<file path="src/rtl/core/farc_pkg.sv">
package farc_pkg;

	// fixed widths of the item and register words
	localparam int CMD_W      = 1;
	localparam int KEY_W      = 16;
	localparam int WORD_W     = 64;
	localparam int TOTAL_W    = 32;
	localparam int SLOTS_W    = 11;

	localparam logic [CMD_W-1:0]   CMD_GET = 1'b0;
	localparam logic [CMD_W-1:0]   CMD_PUT = 1'b1;
	localparam logic [SLOTS_W-1:0] ACTIVE_SLOTS_RESET = 11'd1024;

	typedef enum logic [3:0] {
		ST_CLEAR,
		ST_IDLE,
		ST_LOOKUP,
		ST_GET_CNT,
		ST_PUT_CHK,
		ST_PUT_CMP,
		ST_PUT_EVICT,
		ST_PUT_SET,
		ST_OUT
	} farc_state_t;

	// controller -> datapath
	typedef struct packed {
		logic clear;
		logic accept;
		logic lookup;
		logic get_upd;
		logic put_chk;
		logic put_cmp;
		logic evict;
		logic set;
		logic load_out;
	} farc_cmd_t;

	// datapath -> controller
	typedef struct packed {
		logic clear_last;
		logic is_put;
		logic in_range;
		logic slot_valid;
		logic take;
		logic out_free;
	} farc_stat_t;

endpackage

</file>
<file path="src/rtl/core/farc_ctrl.sv">
module farc_ctrl (
	input  logic                 clk,
	input  logic                 arst_n,
	input  logic                 in_valid,
	output logic                 in_stall,
	input  farc_pkg::farc_stat_t stat,
	output farc_pkg::farc_cmd_t  cmd
);
	import farc_pkg::*;

	farc_state_t state_q, state_d;

	always_ff @(posedge clk or negedge arst_n) begin
		if (!arst_n) begin
			state_q <= ST_CLEAR;
		end else begin
			state_q <= state_d;
		end
	end

	always_comb begin
		state_d  = state_q;
		cmd      = '0;
		in_stall = 1'b1;
		unique case (state_q)
			ST_CLEAR: begin
				cmd.clear = 1'b1;
				if (stat.clear_last) begin
					state_d = ST_IDLE;
				end
			end
			ST_IDLE: begin
				in_stall   = 1'b0;
				cmd.accept = in_valid;
				if (in_valid) begin
					state_d = ST_LOOKUP;
				end
			end
			ST_LOOKUP: begin
				cmd.lookup = 1'b1;
				if (!stat.in_range) begin
					state_d = ST_OUT;
				end else if (stat.is_put) begin
					state_d = ST_PUT_CHK;
				end else begin
					state_d = ST_GET_CNT;
				end
			end
			ST_GET_CNT: begin
				cmd.get_upd = 1'b1;
				state_d     = ST_OUT;
			end
			ST_PUT_CHK: begin
				cmd.put_chk = 1'b1;
				state_d     = stat.slot_valid ? ST_PUT_CMP : ST_PUT_SET;
			end
			ST_PUT_CMP: begin
				cmd.put_cmp = 1'b1;
				state_d     = stat.take ? ST_PUT_EVICT : ST_OUT;
			end
			ST_PUT_EVICT: begin
				cmd.evict = 1'b1;
				state_d   = ST_PUT_SET;
			end
			ST_PUT_SET: begin
				cmd.set = 1'b1;
				state_d = ST_OUT;
			end
			ST_OUT: begin
				if (stat.out_free) begin
					cmd.load_out = 1'b1;
					state_d      = ST_IDLE;
				end
			end
			default: begin
				state_d = ST_IDLE;
			end
		endcase
	end

endmodule

</file>
<file path="config.mk">
export PLATFORM = sky130hd
export DESIGN_NAME = farc_ctrl
export DESIGN_NICKNAME = d
export VERILOG_FILES = /design/src/rtl/core/farc_pkg.sv /design/src/rtl/core/farc_ctrl.sv
export SDC_FILE = /design/constraint.sdc
export NUM_CORES = 1
export LEC_CHECK = 0
export ABC_CLOCK_PERIOD_IN_PS = 4120
export BUFFER_PORTS_ARGS = -buffer_cell sky130_fd_sc_hd__buf_2
export CORE_AREA = 8 8 45 47
export CTS_BUF_LIST = sky130_fd_sc_hd__clkbuf_4 sky130_fd_sc_hd__clkbuf_8 sky130_fd_sc_hd__clkbuf_16
export DETAILED_ROUTE_END_ITERATION = 10
export DIE_AREA = 0 0 53 55
export GPL_TIMING_DRIVEN = 1
export PLACE_DENSITY = 0.5
export SETUP_SLACK_MARGIN = 0.5
export SLEW_MARGIN = 30
export SYNTH_ARGS = -nofsm -noshare
export SYNTH_HDL_FRONTEND = slang
export SYNTH_SLANG_ARGS = --single-unit
</file>
<file path="constraint.sdc">
create_clock -name clk -period 4.12 [get_ports clk]
set_clock_uncertainty 0.1 [all_clocks]
set_input_delay 1.236 -clock clk [delete_from_list [all_inputs] [get_ports clk]]
set_output_delay 1.236 -clock clk [all_outputs]
set_load 0.01 [all_outputs]
</file>
==> impl_metrics.tcl, run 1 <==
set metrics [dict create \
    area_growth_pct 26.6 \
    fp.dieArea_um2 2920 \
    grt_pass1_wl_mm 1.54 \
    drc 0 \
    fmax_mhz 338 \
    worst_pin_slew_ns 0.474 \
    grt_max_degree 13 \
    yosysSeqAreaShare_pct 26.2 \
    grt-ovfl-total 0 \
    fin_tns_setup_ns 0 \
    wl_per_cell_um 12.7 \
    min_delay_worst_endpoint "state_q[1]$_DFFE_PN0P_" \
    yosys_warnings 0 \
    syn_area_per_cell_um2 8.87 \
    regArea_um2 100 \
    grt_pass1_vias 341 \
    postCtsResizedCells 0 \
    slew-limit-headroom_pct 68.4 \
    hold_violations 0 \
    gp_congestion 0.712 \
    routed_wl_um 963 \
    hold_slack_ns 0.627 \
    largest-register "state_q" \
    initial_core_util_pct 27.6 \
    hold_start "state_q[3]$_DFFE_PN0P_" \
    dieWidth_um 53 \
    setup_violations 0 \
    numCtsBuffers 3 \
    ant_nets 0 \
    port_buffers 18 \
    nets 71 \
    clk_pin_slew_worst_paths_ns 0.04 \
    htreeDepth 1 \
    r2r_slack_ns 2.61 \
    antenna_found_initial 0 \
    synthTopCellsByArea "dfrtp_1 26%, nor4b_4 6.2%, nand2b_1 4.9%, nor3_1 3.9%, a22oi_1 3.9%" \
    drive_gt1_share_pct 50.0 \
    vdd_ir_drop_max_mv 0.224 \
    rows 14 \
    yosysTopAreaCellShare_pct 26.2 \
    fillers 160 \
    drt-initial-drc-count 1 \
    rsz0062_at_grt "false" \
    r2r_start "state_q[0]$_DFFE_PN0P_" \
    critPathRequiredTime_ns 2.78 \
    cts_root_buffer "clkbuf_4" \
    yosys.area.top_type "dfrtp_1" \
    r2r_end "state_q[1]$_DFFE_PN0P_" \
    largest_register_ffs 4 \
    synth-seq-cells 4 \
    post-route-min-period_ns 2.96 \
    die_y_um 55 \
    min_path_cells 1 \
    synth_cell_types 28 \
    worstRegToRegCells 3 \
    arrival_ns 1.63 \
    grtUsageTotal_pct 6.83 \
    path_max_fanout 3 \
    cts_setup_buffers 0 \
    end_kind "output pin" \
    clockBufferDepth 2 \
    synthesis.nets 52 \
    reg_top3 "state_q: 4 flops" \
    drtPass1Iterations 2 \
    cts_sinks 4 \
    post-route-period-util_pct 71.9 \
    worstHoldPathType "flip-flop to flip-flop" \
    n_antenna_cell 0 \
    pin_count 19 \
    drv_slew 0 \
    cts_tree "done" \
    core_area_um2 1380 \
    hpwl_um 728 \
    hold_buffers 0 \
    viasPerCell 4.76 \
    drv_cap 0 \
    critical_path_class "primary input to output pin" \
    routed-via-count 362 \
    power.density_nw_per_um2 621 \
    status "complete, no violations" \
    syn_inst 43 \
    syn_area_um2 382 \
    clock_latency_ns 0.23 \
    worstSetupStartpointType "primary input" \
    leakage_nw 0.235 \
    multi_input_area_um2 239 \
]
report_power, final:
group / internal (mW) / leakage (nW) / switching (mW)
Combinational: 0.0784 / 0.170 / 0.0647
Clock: 0.0325 / 0.0138 / 0.0155
Sequential: 0.0539 / 0.0511 / 0.0547
Total: 0.165 / 0.235 / 0.135
metrics by stage:
stage	cell area [um2]	setup slack [ns]	util [%]	power, mW	instances
after floorplan	382	1.37	-	0.224	43
after detailed placement	460	1.16	33.3	0.256	73
after global routing	483	1.13	34.9	0.330	76
after CTS	483	1.16	34.9	0.308	76
after global placement	460	1.17	33.3	0.255	73
final	483	1.16	34.9	0.300	76
synthesized netlist by cell type, drive strengths merged:
cell type,instances
buf,4
a311oi,1
a211oi,1
a22oi,2
nor3,4
a21oi,1
and2b,1
nand2b,3
dfrtp,4
nor2b,2
nand2,2
a31oi,1
nand3b,1
nor4b,1
and3,2
nor2,3
mux2i,1
nor4,1
o21ai,3
a31o,1
nor3b,1
inv,3
routing by layer:
| metal | global-route usage, % | up-vias | routed length, um |
|---|---|---|---|
| met5 | 0 | - | 0 |
| met4 | 1.29 | 0 | 0 |
| met3 | 3.21 | 0 | 113 |
| met2 | 10.4 | 15 | 421 |
| met1 | 8.68 | 160 | 428 |
| li1 | - | 187 | - |
worst max-delay path by stage:
stage                         to     from  cells after the start
final                     cmd[0]  stat[0]                      3
after global routing      cmd[0]  stat[0]                      3
after CTS                 cmd[0]  stat[0]                      3
after detailed placement  cmd[0]  stat[0]                      3
after global placement    cmd[0]  stat[0]                      3
after floorplan           cmd[0]  stat[0]                      1
layout by cell type, fill, tap and decap left out:
cell type  instances
buf_2             18
o21ai_0            1
nor3_2             1
nand3b_2           1
o21ai_1            1
inv_1              3
clkbuf_4           3
a31o_2             1
a311oi_2           1
nand2b_1           3
nor3b_1            1
a22oi_1            2
nor3_1             3
nor2b_2            1
nor2_1             3
mux2i_1            1
a21oi_1            1
and2b_2            1
nor4b_4            1
and3_1             2
a211oi_2           1
o21ai_2            1
a31oi_1            1
dfrtp_1            4
nand2_1            2
nor4_1             1
nor2b_1            1
cells by family (layout without fill, tap and decap cells):
logic type / count (synthesis) / in the layout / share of synthesized area, %
simple gates: 21 / 21 / 38.7
compound gates: 10 / 10 / 21.3
buf+inv: 7 / 24 / 11.1
flops: 4 / 4 / 26.2
mux: 1 / 1 / 2.62
cell type report:
type                            count  share of cell area (%)
Tap cell                           16                    4.15
Clock buffer                        3                    4.66
Inverter                            3                    2.33
Sequential cell                     4                    20.7
Multi-Input combinational cell     32                    49.5
Timing Repair Buffer               18                    18.7
worst max-delay path, cell delays in order:
cell	delay (ns)
buf_2	0.11
and3_1	0.15
buf_2	0.13
Power figures use the tool's default switching activity.
==> run 2: changes to the inputs <==
- ABC_CLOCK_PERIOD_IN_PS: 4120 -> 2850
- clock period: 4.12 -> 2.85 ns (I/O delays scaled with it)
==> impl_metrics.tcl, run 2 (synthesis gave the netlist of run 1 again) <==
set metrics [dict create \
    status "complete, no violations" \
    r2r_start "state_q[0]$_DFFE_PN0P_" \
    dpl_cell_area_um2 460 \
    place_inst 73 \
    n_antenna_cell 0 \
    viasPerCell 4.78 \
    hpwl_um 728 \
    finalNonFillerCells 77 \
    cts_sinks 4 \
    pin_count 19 \
    fin_area_um2 498 \
    rows 14 \
    dieWidth_um 53 \
    clk_pin_slew_worst_paths_ns 0.04 \
    grt_max_degree 13 \
    drtPass1Iterations 2 \
    largest-register "state_q" \
    worstSetupStartpointType "flip-flop" \
    grtUsageTotal_pct 6.83 \
    numCtsBuffers 3 \
    worstRegToRegCells 3 \
    arrival_ns 1.29 \
    drv_slew 0 \
    clockBufferDepth 2 \
    routed_wl_um 981 \
    slew-limit-headroom_pct 82.0 \
    core_area_um2 1380 \
    grt-ovfl-total 0 \
    initial_core_util_pct 27.6 \
    port_buffers 18 \
    layout_commonest_cell "buf_2" \
    gp_congestion 0.712 \
    worstHoldPathType "primary input to asynchronous set/reset pin" \
    r2r_end "state_q[1]$_DFFE_PN0P_" \
    end_kind "output pin" \
    fin_tns_setup_ns 0 \
    drv_cap 0 \
    fmax_mhz 446 \
    nets 72 \
    post-route-period-util_pct 78.6 \
    path_max_fanout 12 \
    drc 0 \
    cts_tree "done" \
    area_growth_pct 30.5 \
    ant_nets 0 \
    cts_root_buffer "clkbuf_4" \
    critical_path_class "flip-flop to output pin" \
    drt-initial-drc-count 1 \
    setup_violations 0 \
    die_y_um 55 \
    reg_top3 "state_q: 4 flops" \
    drive_gt1_share_pct 59.0 \
    leakage_nw 0.235 \
    rsz0062_at_grt "false" \
    wl_per_cell_um 12.7 \
    htreeDepth 1 \
    fp.dieArea_um2 2920 \
    grt_pass1_vias 341 \
    grt_pass1_wl_mm 1.54 \
    antenna_found_initial 0 \
    critPathRequiredTime_ns 1.90 \
    r2r_slack_ns 1.41 \
    largest_register_ffs 4 \
    post-route-min-period_ns 2.24 \
    layout_common_cells "18 x buf_2, 4 x dfrtp_2" \
    power.density_nw_per_um2 906 \
    vdd_ir_drop_max_mv 0.356 \
    clock_latency_ns 0.24 \
    hold_buffers 0 \
    routed-via-count 368 \
    hold_violations 0 \
    worst_pin_slew_ns 0.268 \
]
run 2: what timing repair did:
action	in CTS	in global routing
endpoints found under the setup margin	2	3
resized for setup	3	2
pin swaps	0	0
buffers inserted	0	1
run 2: cell type report:
cell class,instances,area [um2]
sequential,4,105
tap,16,20.0
fill,156,886
multi-input combinational,32,241
inverter,3,11.3
timing repair buffer,19,97.6
clock buffer,3,22.5
run 2: metrics by stage:
| step | util, % | setup WS [ns] | power, mW | hold WS [ns] |
|---|---|---|---|---|
| floorplan | - | 0.819 | 0.324 | 0.459 |
| global placement | 33.3 | 0.658 | 0.369 | 0.562 |
| detailed placement | 33.3 | 0.654 | 0.371 | 0.563 |
| CTS | 35.2 | 0.501 | 0.449 | 0.308 |
| global route | 36.0 | 0.550 | 0.493 | 0.310 |
| finish | 36.0 | 0.609 | 0.451 | 0.315 |
run 2: how the worst max path moves through the flow:
stage | startpoint | slack (ns) | cells past startpoint | to
final | state_q[0]$_DFFE_PN0P_ | 0.61 | 2 | cmd[6]
after global routing | state_q[0]$_DFFE_PN0P_ | 0.55 | 3 | cmd[0]
after detailed placement | stat[0] | 0.65 | 3 | cmd[0]
after CTS | state_q[1]$_DFFE_PN0P_ | 0.50 | 3 | cmd[7]
after floorplan | state_q[3]$_DFFE_PN0P_ | 0.82 | 3 | cmd[2]
after global placement | stat[0] | 0.66 | 3 | cmd[0]
run 2: per-layer routing:
layer  up-vias  GRT usage, %  wire length (um)
met5         -             0                 0
met4         0          1.29                 0
met3         0          3.21               108
met2        14          10.4               425
met1       164          8.68               447
li1        190             -                 -
run 2: where the power goes:
group | switching (mW) | internal, mW
Combinational | 0.106 | 0.122
Clock | 0.0227 | 0.0471
Sequential | 0.0701 | 0.0830
run 2: worst max-delay path, stage by stage, from the launching register on:
cell and delay, ns:
dfrtp_2 0.50, nor4b_4 0.36, buf_2 0.19
==> run 3: changes to the inputs <==
- ABC_AREA: not set -> 1
- ABC_CLOCK_PERIOD_IN_PS: 2850 -> 2100
- PLACE_DENSITY: 0.5 -> 0.48
- clock period: 2.85 -> 2.1 ns (I/O delays scaled with it)
==> impl_metrics.tcl, run 3 <==
set metrics [dict create \
    clock_latency_ns 0.24 \
    critical_path_class "flip-flop to output pin" \
    drive_gt1_share_pct 62.5 \
    area_growth_pct 97.9 \
    fillers 138 \
    path_max_fanout 4 \
    fp.dieArea_um2 2920 \
    routed_wl_mm 1.24 \
    drc 0 \
    grtUsageTotal_pct 9.91 \
    nets 106 \
    critPathRequiredTime_ns 1.37 \
    drt-initial-drc-count 0 \
    synth-main-ff-cell "dfrtp_1" \
    pin_count 19 \
    die_y_um 55 \
    slew-limit-headroom_pct 88.8 \
    gp_congestion 0.725 \
    layout_commonest_cell "buf_2" \
    arrival_ns 1.21 \
    syn_inst 58 \
    initial_core_util_pct 25.9 \
    power.density_nw_per_um2 1360 \
    clockBufferDepth 2 \
    hpwl_um 873 \
    yosysTopAreaCellShare_pct 28.0 \
    cts_sinks 4 \
    drtPass1Iterations 1 \
    synth_cell_types 16 \
    rows 14 \
    yosysSeqAreaShare_pct 28.0 \
    setup_violations 0 \
    path_cells "buf_12 > nor4_4 > buf_2" \
    leakage_nw 0.386 \
    worst_pin_slew_ns 0.166 \
    cts_tree "done" \
    drv_cap 0 \
    cp_slowest_cell "dfrtp_2" \
    yosys.area.top_type "dfrtp_1" \
    grt_max_degree 6 \
    status "complete, no violations" \
    largest_register_ffs 4 \
    syn_area_um2 358 \
    antenna_found_initial 0 \
    worstHoldPathType "primary input to asynchronous set/reset pin" \
    cts_root_buffer "clkbuf_4" \
    drv_slew 0 \
    grt-ovfl-total 0 \
    synthArstFlopShare_pct 100 \
    synthesis.nets 67 \
    layout_common_cells "17 x buf_2, 14 x buf_4, 9 x inv_1" \
    hold_buffers 0 \
    core_area_um2 1380 \
    yosys_warnings 0 \
    hold_slack_ns 0.0894 \
    clk_pin_slew_worst_paths_ns 0.04 \
    n_antenna_cell 0 \
    worstSetupStartpointType "flip-flop" \
    numCtsBuffers 3 \
    htreeDepth 1 \
    reg_top3 "state_q: 4 flops" \
    post-route-min-period_ns 1.94 \
    end_kind "output pin" \
    ys_top_cells_by_count "12 x inv_1, 12 x nor2_1, 9 x nand2_1" \
    syn_area_per_cell_um2 6.17 \
    vdd_ir_drop_max_mv 0.520 \
    synth-seq-cells 4 \
    port_buffers 18 \
    critical_path.max_stage_delay_ns 0.43 \
    fmax_mhz 516 \
    grt_pass1_wl_mm 2.13 \
    post-route-period-util_pct 92.3 \
    synthTopCellsByArea "dfrtp_1 28%, inv_1 13%, nor2_1 13%, nand3_1 9.8%, nand2_1 9.4%" \
    ant_nets 0 \
    fin_tns_setup_ns 0 \
    fin_util_pct 51.2 \
    dieWidth_um 53 \
    viasPerCell 4.42 \
    hold_violations 0 \
    wl_per_cell_um 11.1 \
    rsz0062_at_grt "true" \
    grt_pass1_vias 507 \
    synth_edf_count 0 \
    largest-register "state_q" \
    routed-via-count 495 \
]
==> run 3: changes by cell type after synthesis, moves of 2 or more <==
cell | previous run | this run
and3_1 | 2 | 0
inv_1 | 3 | 12
o211ai_1 | 0 | 2
nor2_2 | 0 | 2
buf_4 | 2 | 0
nor2_1 | 3 | 12
nand2_1 | 2 | 9
nand3_1 | 0 | 7
nor3_1 | 3 | 1
a22oi_1 | 2 | 0
nand2b_1 | 3 | 0
==> run 3: power breakdown <==
part	total [mW]	switching, mW	internal (mW)
logic	0.685	0.348	0.337
registers	0.162	0.0488	0.113
clock network	0.118	0.0341	0.0844
total	0.966	0.431	0.535
==> run 3: path summary, 6_finish.rpt <==
check                                        from                     end  slack (ns)  cells after the start
setup / recovery           state_q[2]$_DFFE_PN0P_                  cmd[0]        0.16                      3
hold / removal                             arst_n  state_q[1]$_DFFE_PN0P_        0.09                      1
setup reg to reg           state_q[1]$_DFFE_PN0P_  state_q[2]$_DFFE_PN0P_        0.36                     10
hold reg to reg            state_q[3]$_DFFE_PN0P_  state_q[2]$_DFFE_PN0P_        0.58                      3
max in group asynchronous                  arst_n  state_q[3]$_DFFE_PN0P_        1.67                      1
min in group clk                         in_valid  state_q[0]$_DFFE_PN0P_        0.54                      4
==> run 3: final cells by class <==
| cell class | count | area [um2] | area share (%) |
|---|---|---|---|
| multi-input combinational | 41 | 272 | 38.3 |
| sequential | 4 | 105 | 14.8 |
| inverter | 13 | 48.8 | 6.89 |
| timing repair buffer | 34 | 233 | 32.9 |
| clock buffer | 4 | 30.0 | 4.24 |
| tap | 16 | 20.0 | 2.83 |
==> run 3: metal layers <==
layer	wire, um	up-vias	GRT usage, %
li1	-	259	-
met3	83	0	4.01
met5	0	-	0
met4	0	0	6.47
met2	667	9	16.4
met1	491	227	10.2
==> run 3: worst max-delay path: cells and delay by family, from the launching register on <==
family,cells,cell delay (ns)
buf+inv,2,0.30
flops,1,0.43
simple gates,1,0.24
==> run 3: cell families (layout without fill, tap and decap cells) <==
kind of cell | Yosys count | in the layout | synth area share (%)
simple gates | 38 | 38 | 52.8
buf+inv | 13 | 51 | 13.6
flops | 4 | 4 | 28.0
compound gates | 3 | 3 | 5.59
==> run 3: repair_timing <==
item	in CTS	in global routing
gates resized for setup	7	4
endpoints found under the setup margin	10	11
pin swaps	4	4
buffers inserted	14	2
==> run 3: metrics by stage <==
step,cell area (um2),setup WS (ns),std cells,power (mW)
after floorplan,402,0.476,58,0.462
after global placement,512,0.296,92,0.584
after detailed placement,512,0.319,92,0.577
after CTS,681,0.138,110,0.910
after global routing,708,0.107,112,1.06
final,708,0.161,112,0.966
